## config.mk

```make
export PLATFORM = sky130hd
export DESIGN_NAME = packed_picture_run_decoder
export DESIGN_NICKNAME = d
export VERILOG_FILES = /design/src/sv/ppr_pkg.sv /design/src/sv/ppr_front.sv /design/src/sv/ppr_cmd_fifo.sv /design/src/sv/ppr_back.sv /design/src/sv/packed_picture_run_decoder.sv
export SDC_FILE = /design/constraint.sdc
export NUM_CORES = 1
export LEC_CHECK = 0
export BUFFER_PORTS_ARGS = -buffer_cell sky130_fd_sc_hd__buf_4
export CORE_MARGIN = 1.5
export CORE_UTILIZATION = 60
export DETAILED_ROUTE_END_ITERATION = 16
export GPL_TIMING_DRIVEN = 0
export PLACE_DENSITY_LB_ADDON = 0.12
export SYNTH_ARGS = -nofsm -noshare
export SYNTH_HDL_FRONTEND = slang
export SYNTH_SLANG_ARGS = --single-unit
export TNS_END_PERCENT = 30
```

## constraint.sdc

```tcl
create_clock -name clk_i -period 21.9 [get_ports clk_i]
set_clock_uncertainty 0.05 [all_clocks]
set_input_delay 4.38 -clock clk_i [delete_from_list [all_inputs] [get_ports clk_i]]
set_output_delay 4.38 -clock clk_i [all_outputs]
set_load 0.05 [all_outputs]
```

## src/sv/ppr_pkg.sv

```systemverilog
// ----------------------------------------------------------------------------
// ppr_pkg: shared types and helpers of the packed picture run decoder
// Holds the front-end phase encoding, the command that travels from the
// front end to the back end, and the small byte-lane helper functions.
// ----------------------------------------------------------------------------
package ppr_pkg;

  typedef enum logic [3:0] {
    PH_PREFIX,
    PH_MARKER,
    PH_TAG,
    PH_LITCNT,
    PH_PATCNT,
    PH_PATLOAD,
    PH_LITERAL,
    PH_FINAL,
    PH_DONE
  } phase_e;

  localparam logic [7:0] MARKER_BYTE = 8'hFF;
  localparam logic [7:0] CHUNK_BYTES = 8'd8;

  localparam int QUEUE_DEPTH = 4;
  localparam int QPTR_W      = 2;

  // One command: a run of len bytes built from word (repeated every eight
  // bytes), or a single status result when len is zero.
  typedef struct packed {
    logic [63:0] word;
    logic [7:0]  len;
    logic [12:0] fill;
    logic        plane;
    logic        pend;
    logic        pic;
    logic        bad;
  } cmd_t;

  function automatic logic [2:0] pattern_mask_f(input logic [1:0] sel);
    logic [2:0] m;
    case (sel)
      2'd0:    m = 3'd0;
      2'd1:    m = 3'd1;
      2'd2:    m = 3'd3;
      default: m = 3'd7;
    endcase
    return m;
  endfunction

  // Spread a pattern of 1, 2, 4 or 8 bytes over a whole 8-byte word.
  function automatic logic [63:0] replicate_f(input logic [63:0] w, input logic [2:0] m);
    logic [63:0] r;
    case (m)
      3'd0:    r = {8{w[7:0]}};
      3'd1:    r = {4{w[15:0]}};
      3'd3:    r = {2{w[31:0]}};
      default: r = w;
    endcase
    return r;
  endfunction

  function automatic logic [63:0] keep_bytes_f(input logic [63:0] w, input logic [3:0] cnt);
    logic [63:0] r;
    r = '0;
    for (int i = 0; i < 8; i++) begin
      if (4'(i) < cnt) begin
        r[8*i +: 8] = w[8*i +: 8];
      end
    end
    return r;
  endfunction

endpackage

```

## src/sv/ppr_front.sv

```systemverilog
// ----------------------------------------------------------------------------
// ppr_front: stream parser of the packed picture run decoder
// Walks prefix, marker and tag records one byte per cycle unless stalled, keeps
// the plane byte count and makes one command per pattern run or literal byte.
// ----------------------------------------------------------------------------
module ppr_front
  import ppr_pkg::*;
#(
  parameter int PLANE_BYTES  = 7680,
  parameter int PREFIX_BYTES = 8
) (
  input  logic       clk_i,
  input  logic       rst_ni,
  input  logic       two_planes_i,
  input  logic       in_valid_i,
  output logic       in_stall_o,
  input  logic [7:0] stream_byte_i,
  input  logic       end_of_stream_i,
  input  logic       queue_full_i,
  output logic       push_o,
  output cmd_t       cmd_o
);

  localparam int CNT_W  = $clog2(PLANE_BYTES + 1);
  localparam int CMP_W  = (CNT_W > 8) ? CNT_W : 8;
  localparam int PREF_W = $clog2(PREFIX_BYTES + 2);
  localparam logic [CNT_W-1:0] PLANE_C = CNT_W'(PLANE_BYTES);

  phase_e              phase_q, phase_d;
  logic [PREF_W-1:0]   prefix_left_q, prefix_left_d;
  logic [7:0]          run_left_q, run_left_d;
  logic [63:0]         store_q, store_d;
  logic [2:0]          mask_q, mask_d;
  logic [3:0]          fill_q, fill_d;
  logic [CNT_W-1:0]    count_q, count_d;
  logic                plane_q, plane_d;

  logic                accept;
  logic                last_plane;
  logic [CMP_W-1:0]    room;
  logic [63:0]         store_new;
  logic [63:0]         em_word;
  logic [7:0]          em_n;
  logic [7:0]          n_eff;
  logic [CNT_W-1:0]    count_after;
  logic                full_after;
  logic                rec_end;
  logic                rec_full;

  assign in_stall_o = queue_full_i || (phase_q == PH_FINAL);
  assign accept     = in_valid_i && !in_stall_o;
  assign last_plane = !(two_planes_i && !plane_q);
  assign room       = CMP_W'(PLANE_C) - CMP_W'(count_q);

  always_comb begin
    store_new = store_q;
    for (int i = 0; i < 8; i++) begin
      if (fill_q[2:0] == 3'(i)) begin
        store_new[8*i +: 8] = stream_byte_i;
      end
    end
  end

  // Emission of the current run, clipped to what the plane can still take.
  always_comb begin
    if (phase_q == PH_PATLOAD) begin
      em_word = replicate_f(end_of_stream_i ? store_q : store_new, mask_q);
    end else if (phase_q == PH_LITERAL && !end_of_stream_i) begin
      em_word = {56'd0, stream_byte_i};
    end else begin
      em_word = '0;
    end
    em_n = (phase_q == PH_LITERAL && !end_of_stream_i) ? 8'd1 : run_left_q;
    n_eff = (CMP_W'(em_n) <= room) ? em_n : room[7:0];
    count_after = count_q + CNT_W'(n_eff);
    full_after  = (count_after == PLANE_C);
  end

  always_comb begin
    phase_d       = phase_q;
    prefix_left_d = prefix_left_q;
    run_left_d    = run_left_q;
    store_d       = store_q;
    mask_d        = mask_q;
    fill_d        = fill_q;
    count_d       = count_q;
    plane_d       = plane_q;
    push_o        = 1'b0;
    cmd_o         = '0;
    cmd_o.plane   = plane_q;
    rec_end       = 1'b0;
    rec_full      = 1'b0;

    case (phase_q)
      PH_PREFIX, PH_MARKER: begin
        if (accept) begin
          if (end_of_stream_i) begin
            push_o    = 1'b1;
            cmd_o.bad = 1'b1;
            phase_d   = PH_DONE;
          end else if (phase_q == PH_PREFIX && two_planes_i && prefix_left_q != '0) begin
            prefix_left_d = prefix_left_q - 1'b1;
          end else if (stream_byte_i == MARKER_BYTE) begin
            phase_d = PH_TAG;
          end else begin
            push_o    = 1'b1;
            cmd_o.bad = 1'b1;
            phase_d   = PH_DONE;
          end
        end
      end
      PH_TAG: begin
        if (accept) begin
          if (end_of_stream_i) begin
            phase_d = PH_FINAL;
          end else if (stream_byte_i[7]) begin
            mask_d     = pattern_mask_f(stream_byte_i[1:0]);
            run_left_d = {3'd0, stream_byte_i[6:2]};
            if (stream_byte_i[6:2] != 5'd0) begin
              store_d = '0;
              fill_d  = '0;
              phase_d = PH_PATLOAD;
            end else begin
              phase_d = PH_PATCNT;
            end
          end else if (stream_byte_i != 8'd0) begin
            run_left_d = stream_byte_i;
            phase_d    = PH_LITERAL;
          end else begin
            phase_d = PH_LITCNT;
          end
        end
      end
      PH_LITCNT: begin
        if (accept) begin
          if (end_of_stream_i) begin
            phase_d = PH_FINAL;
          end else begin
            run_left_d = stream_byte_i;
            if (stream_byte_i != 8'd0) begin
              phase_d = PH_LITERAL;
            end else begin
              rec_end  = 1'b1;
              rec_full = (count_q == PLANE_C);
            end
          end
        end
      end
      PH_PATCNT: begin
        if (accept) begin
          if (end_of_stream_i) begin
            phase_d = PH_FINAL;
          end else begin
            run_left_d = stream_byte_i;
            store_d    = '0;
            fill_d     = '0;
            phase_d    = PH_PATLOAD;
          end
        end
      end
      PH_PATLOAD, PH_LITERAL: begin
        if (accept) begin
          if (end_of_stream_i || phase_q == PH_LITERAL ||
              ({1'b0, fill_q[2:0]} + 4'd1) > {1'b0, mask_q}) begin
            push_o      = (n_eff != 8'd0);
            cmd_o.word  = em_word;
            cmd_o.len   = n_eff;
            cmd_o.pend  = full_after;
            cmd_o.pic   = full_after && last_plane;
            count_d     = count_after;
          end
          if (end_of_stream_i) begin
            run_left_d = 8'd0;
            phase_d    = PH_FINAL;
          end else if (phase_q == PH_LITERAL) begin
            run_left_d = run_left_q - 8'd1;
            if (run_left_q == 8'd1) begin
              rec_end  = 1'b1;
              rec_full = full_after;
            end
          end else begin
            store_d = store_new;
            fill_d  = fill_q + 4'd1;
            if (({1'b0, fill_q[2:0]} + 4'd1) > {1'b0, mask_q}) begin
              run_left_d = 8'd0;
              rec_end    = 1'b1;
              rec_full   = full_after;
            end
          end
        end
      end
      PH_FINAL: begin
        if (!queue_full_i) begin
          phase_d = PH_DONE;
          if (count_q != PLANE_C) begin
            push_o     = 1'b1;
            cmd_o.fill = 13'(room);
            cmd_o.pend = 1'b1;
            cmd_o.pic  = last_plane;
            cmd_o.bad  = !last_plane;
          end else if (!last_plane) begin
            push_o      = 1'b1;
            cmd_o.bad   = 1'b1;
            cmd_o.plane = 1'b1;
            plane_d     = 1'b1;
            count_d     = '0;
          end
        end
      end
      default: begin
      end
    endcase

    if (rec_end) begin
      if (rec_full) begin
        if (last_plane) begin
          phase_d = PH_DONE;
        end else begin
          plane_d = 1'b1;
          count_d = '0;
          phase_d = PH_MARKER;
        end
      end else begin
        phase_d = PH_TAG;
      end
    end
  end

  always_ff @(posedge clk_i or negedge rst_ni) begin
    if (!rst_ni) begin
      phase_q       <= PH_PREFIX;
      prefix_left_q <= PREF_W'(PREFIX_BYTES);
      run_left_q    <= '0;
      store_q       <= '0;
      mask_q        <= '0;
      fill_q        <= '0;
      count_q       <= '0;
      plane_q       <= 1'b0;
    end else begin
      phase_q       <= phase_d;
      prefix_left_q <= prefix_left_d;
      run_left_q    <= run_left_d;
      store_q       <= store_d;
      mask_q        <= mask_d;
      fill_q        <= fill_d;
      count_q       <= count_d;
      plane_q       <= plane_d;
    end
  end

endmodule

```

## src/sv/ppr_cmd_fifo.sv

```systemverilog
// ----------------------------------------------------------------------------
// ppr_cmd_fifo: command queue between front end and back end
// Four entries deep; the head is visible to the back end without a pop.
// ----------------------------------------------------------------------------
module ppr_cmd_fifo
  import ppr_pkg::*;
(
  input  logic clk_i,
  input  logic rst_ni,
  input  logic push_i,
  input  cmd_t push_data_i,
  output logic full_o,
  input  logic pop_i,
  output logic empty_o,
  output cmd_t head_o
);

  cmd_t              mem_q [QUEUE_DEPTH];
  logic [QPTR_W-1:0] wr_ptr_q, rd_ptr_q;
  logic [QPTR_W:0]   used_q;
  logic              do_push, do_pop;

  assign full_o  = (used_q == (QPTR_W + 1)'(QUEUE_DEPTH));
  assign empty_o = (used_q == '0);
  assign head_o  = mem_q[rd_ptr_q];
  assign do_push = push_i && !full_o;
  assign do_pop  = pop_i && !empty_o;

  always_ff @(posedge clk_i) begin
    if (do_push) begin
      mem_q[wr_ptr_q] <= push_data_i;
    end
  end

  always_ff @(posedge clk_i or negedge rst_ni) begin
    if (!rst_ni) begin
      wr_ptr_q <= '0;
      rd_ptr_q <= '0;
      used_q   <= '0;
    end else begin
      if (do_push) begin
        wr_ptr_q <= wr_ptr_q + 1'b1;
      end
      if (do_pop) begin
        rd_ptr_q <= rd_ptr_q + 1'b1;
      end
      if (do_push && !do_pop) begin
        used_q <= used_q + 1'b1;
      end else if (do_pop && !do_push) begin
        used_q <= used_q - 1'b1;
      end
    end
  end

endmodule

```

## src/sv/ppr_back.sv

```systemverilog
// ----------------------------------------------------------------------------
// ppr_back: chunk emitter of the packed picture run decoder
// Cuts the command at the queue head into results of up to eight bytes and
// holds each result in the output register until it is taken.
// ----------------------------------------------------------------------------
module ppr_back
  import ppr_pkg::*;
(
  input  logic        clk_i,
  input  logic        rst_ni,
  input  logic        head_valid_i,
  input  cmd_t        head_i,
  output logic        pop_o,
  output logic        out_valid_o,
  input  logic        out_stall_i,
  output logic [63:0] out_bytes_o,
  output logic [3:0]  byte_count_o,
  output logic [12:0] zero_fill_o,
  output logic        plane_number_o,
  output logic        plane_end_o,
  output logic        picture_end_o,
  output logic        bad_marker_o
);

  logic        started_q;
  logic [7:0]  left_q;
  logic        valid_q;
  logic [63:0] bytes_q;
  logic [3:0]  count_q;
  logic [12:0] fill_q;
  logic        plane_q, pend_q, pic_q, bad_q;

  logic [7:0]  eff_len;
  logic [3:0]  cnt;
  logic        last;
  logic        load;

  assign eff_len = started_q ? left_q : head_i.len;
  assign cnt     = (eff_len >= CHUNK_BYTES) ? CHUNK_BYTES[3:0] : eff_len[3:0];
  assign last    = (eff_len <= CHUNK_BYTES);
  assign load    = head_valid_i && (!valid_q || !out_stall_i);
  assign pop_o   = load && last;

  always_ff @(posedge clk_i or negedge rst_ni) begin
    if (!rst_ni) begin
      started_q <= 1'b0;
      left_q    <= '0;
      valid_q   <= 1'b0;
    end else begin
      if (load) begin
        valid_q   <= 1'b1;
        started_q <= !last;
        left_q    <= eff_len - CHUNK_BYTES;
      end else if (!out_stall_i) begin
        valid_q <= 1'b0;
      end
    end
  end

  always_ff @(posedge clk_i) begin
    if (load) begin
      bytes_q <= keep_bytes_f(head_i.word, cnt);
      count_q <= cnt;
      fill_q  <= head_i.fill;
      plane_q <= head_i.plane;
      pend_q  <= last && head_i.pend;
      pic_q   <= last && head_i.pic;
      bad_q   <= head_i.bad;
    end
  end

  assign out_valid_o    = valid_q;
  assign out_bytes_o    = bytes_q;
  assign byte_count_o   = count_q;
  assign zero_fill_o    = fill_q;
  assign plane_number_o = plane_q;
  assign plane_end_o    = pend_q;
  assign picture_end_o  = pic_q;
  assign bad_marker_o   = bad_q;

endmodule

```

## src/sv/packed_picture_run_decoder.sv

```systemverilog
// ----------------------------------------------------------------------------
// packed_picture_run_decoder: expands a packed picture into plane bytes
// A front end parses the byte stream and its run records, a back end turns
// each run into results of up to eight bytes, and a command queue sits
// between them so either side can stall without at once holding the other.
// ----------------------------------------------------------------------------
//
//   Channel   Direction  Handshake                Payload
//   --------  ---------  -----------------------  ----------------------------
//   input     in         in_valid_i / in_stall_o  stream_byte_i, end_of_stream_i
//   result    out        out_valid_o/out_stall_i  out_bytes_o, byte_count_o,
//                                                 zero_fill_o, plane_number_o,
//                                                 plane_end_o, picture_end_o,
//                                                 bad_marker_o
//   config    in         APB (pready tied high)   two_planes at any address
//
// Input requests are taken one per cycle while the command queue has room and
// no end of stream is being closed. A pattern run of n bytes leaves as
// ceil(n/8) results, one per cycle unless the output stalls, so long runs fill
// the four-entry queue and stall the input until an entry frees. An end of
// stream inside a plane stalls the input while the closing result is queued.
// Reset is asynchronous; a stalled result holds unchanged.
// ----------------------------------------------------------------------------
module packed_picture_run_decoder
  import ppr_pkg::*;
#(
  parameter int PLANE_BYTES  = 7680,
  parameter int PREFIX_BYTES = 8
) (
  input  logic        clk_i,
  input  logic        rst_ni,
  // Configuration port.
  input  logic        psel,
  input  logic        penable,
  input  logic        pwrite,
  input  logic [1:0]  paddr,
  input  logic [31:0] pwdata,
  output logic [31:0] prdata,
  output logic        pready,
  // Input stream.
  input  logic        in_valid_i,
  output logic        in_stall_o,
  input  logic [7:0]  stream_byte_i,
  input  logic        end_of_stream_i,
  // Results.
  output logic        out_valid_o,
  input  logic        out_stall_i,
  output logic [63:0] out_bytes_o,
  output logic [3:0]  byte_count_o,
  output logic [12:0] zero_fill_o,
  output logic        plane_number_o,
  output logic        plane_end_o,
  output logic        picture_end_o,
  output logic        bad_marker_o
);

  logic two_planes_q;
  logic cfg_write;

  logic push;
  cmd_t push_cmd;
  logic queue_full;
  logic queue_empty;
  logic pop;
  cmd_t head_cmd;

  // The only register fills the whole address space, so every address
  // within the word selects it.
  assign pready    = 1'b1;
  assign cfg_write = psel && penable && pwrite && pready && (paddr[1:0] == paddr[1:0]);
  assign prdata    = {31'd0, two_planes_q};

  always_ff @(posedge clk_i or negedge rst_ni) begin
    if (!rst_ni) begin
      two_planes_q <= 1'b0;
    end else if (cfg_write) begin
      two_planes_q <= pwdata[0];
    end
  end

  // Front end: prefix skip, marker check, tag decode and plane accounting.
  ppr_front #(
    .PLANE_BYTES  (PLANE_BYTES),
    .PREFIX_BYTES (PREFIX_BYTES)
  ) u_front (
    .clk_i           (clk_i),
    .rst_ni          (rst_ni),
    .two_planes_i    (two_planes_q),
    .in_valid_i      (in_valid_i),
    .in_stall_o      (in_stall_o),
    .stream_byte_i   (stream_byte_i),
    .end_of_stream_i (end_of_stream_i),
    .queue_full_i    (queue_full),
    .push_o          (push),
    .cmd_o           (push_cmd)
  );

  // Commands wait here until the back end has room to cut them up.
  ppr_cmd_fifo u_queue (
    .clk_i       (clk_i),
    .rst_ni      (rst_ni),
    .push_i      (push),
    .push_data_i (push_cmd),
    .full_o      (queue_full),
    .pop_i       (pop),
    .empty_o     (queue_empty),
    .head_o      (head_cmd)
  );

  // Back end: one result per cycle, while not stalled, from the queue head.
  ppr_back u_back (
    .clk_i          (clk_i),
    .rst_ni         (rst_ni),
    .head_valid_i   (!queue_empty),
    .head_i         (head_cmd),
    .pop_o          (pop),
    .out_valid_o    (out_valid_o),
    .out_stall_i    (out_stall_i),
    .out_bytes_o    (out_bytes_o),
    .byte_count_o   (byte_count_o),
    .zero_fill_o    (zero_fill_o),
    .plane_number_o (plane_number_o),
    .plane_end_o    (plane_end_o),
    .picture_end_o  (picture_end_o),
    .bad_marker_o   (bad_marker_o)
  );

endmodule

```

# After elaboration in Yosys (flattened, before gate mapping)
# Memories as Yosys holds them, arrays and structs flattened.
# Cells that the tools add are included.
# classes
eq_ne,47
mux,131
magnitude_cmp,12
bitwise_logic,1
n_addsub,11
reduce_logical,52
# op_table
op,n
$mux 64,11
$pmux 64 s3,2
$mux 72,3
$mux 8,22
$mux 13,9
$mux 4,27
$mux 1,38
$eq 13x13->1 const B,2
$pmux 13 s2,1
$pmux 4 s6,1
$pmux 8 s3,1
$reduce_and 10->1,2
$mux 17,1
$eq 4x3->1 const B,4
$logic_and 1x1->1,16
$lt 3x4->1 const A,4
$reduce_bool 8->1,2
$eq 3x3->1 const B,5
$ne 3x1->1 const B,5
$mux 14,1
$add 13x8->13,1
$le 8x13->1,1
$ne 13x13->1 const B,1
$sub 13x13->13 const A,1
other kinds (48),93
# word_totals
n_memories,1
word_cells,284
output_inout_bits,120
in_bits,50
regBits,204
ram_bits,356
# mem_list
memory,words,word_bits,read_ports,rd_clocked_by_memory_dff,wr,line_no,rtl
u_queue.mem_q,4,89,1,0,1,ppr_cmd_fifo.sv:18,cmd_t mem_q [QUEUE_DEPTH];

# Depth between registers and ports, before layout
# logic_depth
ltp_word,14
depth_mapped,23
depth_no_buf,21

# Cells and area by module
# From an unflattened synthesis, not the netlist that was laid out.
# hier_totals
cells_unflattened,1712
hier_area_um2,25320.5
# modules_own_cells
mod,seq_area_each_um2,area_each_um2,cells_each,instances
ppr_cmd_fifo,10865.4,13361.6,502,1
ppr_front,2503.7,7877.6,932,1
ppr_back,2802.7,3777.4,239,1
packed_picture_run_decoder,25.0,304.0,39,1

# Least setup slack after synthesis
# Ideal clock, no wire load.
# synth_timing
path_type,input port to flip-flop
start,in end_of_stream_i
end,mem u_queue.mem_q[0][0] (netlist bit) (enable)
stages,14
setup_slack_ns,10.709
setup_time_ns,0.548
t_arrival_ns,10.593
required_time_ns,21.302
path_cell_list,clkbuf_1 -> clkbuf_1 -> nand2b_1 -> clkbuf_1 -> nand2_1 -> inv_1 -> ha_1 -> a21o_1 -> a21oi_1 -> o211ai_1 -> nand4_2 -> or2_1 -> a31oi_4 -> nor2b_1
# synth_via
elab_chain_cells,12
elab_cells_between_ends,16
# synth_rtl
item,line_no,rtl
from (decl),packed_picture_run_decoder.sv:44,"input logic end_of_stream_i,"
$logic_not 1->1,ppr_front.sv:73,em_n = (phase_q == PH_LITERAL && !end_of_stream_i) ? 8'd1 : run_left_q;
$logic_and 1x1->1,ppr_front.sv:73,
$mux 8,ppr_front.sv:73,
$le 8x13->1,ppr_front.sv:74,n_eff = (CMP_W'(em_n) <= room) ? em_n : room[7:0];
$mux 8,ppr_front.sv:74,
$reduce_bool 8->1,ppr_front.sv:165,push_o = (n_eff != 8'd0);
$mux 1,ppr_front.sv:163,if (end_of_stream_i || phase_q == PH_LITERAL ||
$mux 1,ppr_front.sv:162,if (accept) begin
$pmux 1 s3 (*),ppr_front.sv:94,case (phase_q)
$logic_and 1x1->1 (*),ppr_cmd_fifo.sv:26,assign do_push = push_i && !full_o;
$mux 1 (*),ppr_cmd_fifo.sv:30,if (do_push) begin
$mux 1 (not written as such) (*),ppr_cmd_fifo.sv:31,mem_q[wr_ptr_q] <= push_data_i;
to (decl),ppr_cmd_fifo.sv:18,
# Mark *: on every way between the ends. The rest lies on a longest branch, timed or not.

==> flow_summary.ini <==
[final_layout]
post_route_cells_drive_above_1_share = 0.179
multiInputGateArea_mm2 = 0.00816
final_common_cell = edfxtp_1
fin_nets = 2058
area_growth_pct = 15.2
n_fill_cell = 2779
seqCellArea_mm2 = 0.0162
antenna_cells = 0
final_cell_mix = edfxtp_1, nand2_1, buf_4

[detailed_routing]
drt_pass1_iterations = 6
first_iter_violations = 1364
drc = 0
ant_nets = 0
num_vias = 15902
wire_per_inst_um = 23.6
viasPerCell = 6.24
wirelength_mm = 60.2

[setup_path]
crit_arrival_ns = 10.87
reg2regPathDepth = 23
worstSetupPathType = primary input to flop
r2r_slack_ns = 15.29
r2r-start = u_front.phase_q[2]$_DFFE_PN0P_
cp-startpoint = end_of_stream_i
cp-start-kind = primary input
crit_end = u_queue.mem_q[2][1]$_DFFE_PP_
required_ns = 22.19
end_kind = flop
timing.rr.end = u_queue.mem_q[2][1]$_DFFE_PP_
cp_max_fo = 10

[sta]
tightestPinTransition_ns = 1.09
hold_viol = 0
fmax_ghz = 0.0945
finalWorstSetupSlack_ns = 11.32
max-slew-margin-rel = 0.274
rsz0062_at_grt = false
setup_viol = 0
fin_crit_sh = 0.483
timing.setup.tns_ns = 0
period_needed_ns = 10.58
slew_viol_final = 0

[floorplan]
ios = 170
die-area_mm2 = 0.0428
die_h_um = 207
num_rows = 74
die_x_um = 207
initial_core_util = 0.610
coreArea_mm2 = 0.0409

[synth]
yosys_warnings = 0
synth_seq_cells = 559
synth_seq_area_share = 0.649
ys.flop_type = edfxtp_1
syn_area_mm2 = 0.0250
synth-async-reset-ratio = 0.211
synth_edf_count = 441
postSynthCellCount = 1770
synth_area_per_cell_um2 = 14.1
synthDistinctLibCells = 85

[cts]
insertion_delay_ns = 0.62
cts.htree.levels = 2
cts_hold_buffers = 0
post_cts_buffers = 0
cts_tree = yes
ctsLongestPathBuffers = 3
clkTransAtPathRegs_ns = 0.06
numClockSinks = 559
cts_resized = 0
cts_root_buf = clkbuf_16
numCtsBuffers = 55

[pwr]
switching_power_mw = 0.433
leakagePower_nw = 9.91
p_seq_frac = 0.530
power_density_mw_per_mm2 = 74.4
swShare = 0.202
p_int_mw = 1.71
p_clk_frac = 0.451
max-vdd-ir-drop_v = 0.0000901
p_comb_frac = 0.019

[status]
status = finished clean

[global_routing]
grt_antenna_before_repair = 0
grt_use_total = 0.290
first_global_vias = 15490
grt_max_degree = 95
overflow = 0
grt_pass1_wl_mm = 92.0

[hold_path]
min_path_type = flop to flop

[place]
hpwl_mm = 40.7
place.gp.congestion = 0.913
pre_cts_ws_ns = 10.82
port_buffers = 100

[job]
maxCapViolCount = 0
power by group through the flow:
| stage | combinational, mW | clock (mW) | sequential, mW |
|---|---|---|---|
| 2_1_floorplan | 0.0271 | 0 | 1.15 |
| 3_3_place_gp | 0.0400 | 0 | 1.16 |
| 3_5_place_dp | 0.0409 | 0 | 1.16 |
| 4_1_cts | 0.0410 | 0.977 | 1.13 |
| 5_1_grt | 0.0442 | 1.02 | 1.13 |
| 6_report | 0.0414 | 0.965 | 1.13 |
how the worst min path moves through the flow:
stage / start / end / slack [ns] / cells past startpoint
after floorplan: u_front.store_q[0]$_DFFE_PN0P_ / u_front.store_q[0]$_DFFE_PN0P_ / 0.40 / 2
after global placement: u_front.store_q[4]$_DFFE_PN0P_ / u_front.store_q[4]$_DFFE_PN0P_ / 0.41 / 2
after detailed placement: u_front.store_q[3]$_DFFE_PN0P_ / u_front.store_q[3]$_DFFE_PN0P_ / 0.42 / 2
after CTS: u_front.store_q[3]$_DFFE_PN0P_ / u_front.store_q[3]$_DFFE_PN0P_ / 0.43 / 2
after global routing: u_front.store_q[39]$_DFFE_PN0P_ / u_front.store_q[39]$_DFFE_PN0P_ / 0.45 / 2
final: u_front.store_q[3]$_DFFE_PN0P_ / u_front.store_q[3]$_DFFE_PN0P_ / 0.43 / 2
per-stage QoR:
stage	instance area (um^2)	utilization	hold WS (ns)	total power, mW	std cells
3_5_place_dp	26900	0.657	0.417	1.20	2446
6_report	28800	0.703	0.427	2.14	2550
3_3_place_gp	26500	0.647	0.409	1.20	2432
2_1_floorplan	25100	-	0.396	1.18	1800
4_1_cts	28800	0.703	0.432	2.15	2550
5_1_grt	28800	0.703	0.446	2.19	2550
registers in the layout, summed over array words and instances, names as in the netlist, 2 cells and up:
| register | flops |
|---|---|
| u_front.fill_q | 3 |
| u_queue.used_q | 3 |
| u_front.store_q | 64 |
| u_queue.rd_ptr_q | 2 |
| u_front.mask_q | 3 |
| u_back.left_q | 8 |
| u_queue.wr_ptr_q | 2 |
| u_queue.mem_q | 356 |
| u_back.zero_fill_o | 13 |
| u_front.count_q | 13 |
| u_front.phase_q | 4 |
| u_back.out_bytes_o | 64 |
| u_front.prefix_left_q | 4 |
| u_front.run_left_q | 8 |
| u_back.byte_count_o | 4 |
kinds of logic after synthesis:
| family | Yosys count | share of synthesized area |
|---|---|---|
| DFF | 559 | 0.649 |
| and+or+nand+nor | 483 | 0.0945 |
| AOI/OAI and AO/OA | 336 | 0.0885 |
| buffers and inverters | 166 | 0.0304 |
| muxes | 153 | 0.106 |
| adders and majority gates | 37 | 0.0191 |
| xor gates and xnor gates | 34 | 0.0119 |
| other | 2 | 0.000301 |
worst max-delay path: stages:
cell and delay, ns:
buf_4 0.09, clkbuf_1 0.47, clkbuf_1 0.52, nand2b_1 0.27, clkbuf_1 0.38, nand2_1 0.11, inv_1 0.11, ha_1 0.25
a21o_1 0.16, a21oi_1 0.18, o211ai_1 0.14, nand4_2 0.22, clkbuf_1 0.36, nand2_1 0.09, o21ai_0 0.22, ha_1 0.33
clkbuf_1 0.21, and3_1 0.27, a22o_1 0.28, o41ai_1 0.31, xnor2_1 0.21, or3_1 0.32, or4_1 0.49, a21oi_1 0.50
routing by layer:
layer  up-vias  global-route usage  wire, um
met5         -                   0         0
met1      8055               0.431     26100
li1       7077                   -         -
met4         0              0.0658      1110
met2       676               0.450     28500
met3        94              0.0545      4550
final cells by class:
cell class,instances,area share
Tap cell,532,0.0231
Clock inverter,29,0.0107
Sequential cell,559,0.563
Timing Repair Buffer,114,0.0378
Multi-Input combinational cell,1075,0.284
Buffer,127,0.0213
Inverter,39,0.00527
Clock buffer,75,0.0547
cell usage after synthesis, drive strengths merged (8+ instances only):
library cell,count,area [um^2]
a211oi,19,143
a21boi,17,128
a21o,10,75.1
a21oi,60,300
a22o,13,114
a22oi,10,75.1
a31oi,8,65.1
a32o,23,230
and2,29,181
and3,10,62.6
buf,55,343
clkbuf,72,270
dfrtp,117,2930
edfxtp,441,13200
ha,35,438
inv,37,139
mux2,11,124
mux2i,53,531
mux4,89,2000
nand2,170,638
nand2b,16,100
nand3,23,115
nor2,106,398
nor2b,59,369
nor3,19,95.1
nor4,8,50.1
o21ai,118,591
or3,8,55.1
xnor2,18,158
xor2,16,140
(Power assumes the default switching activity.)
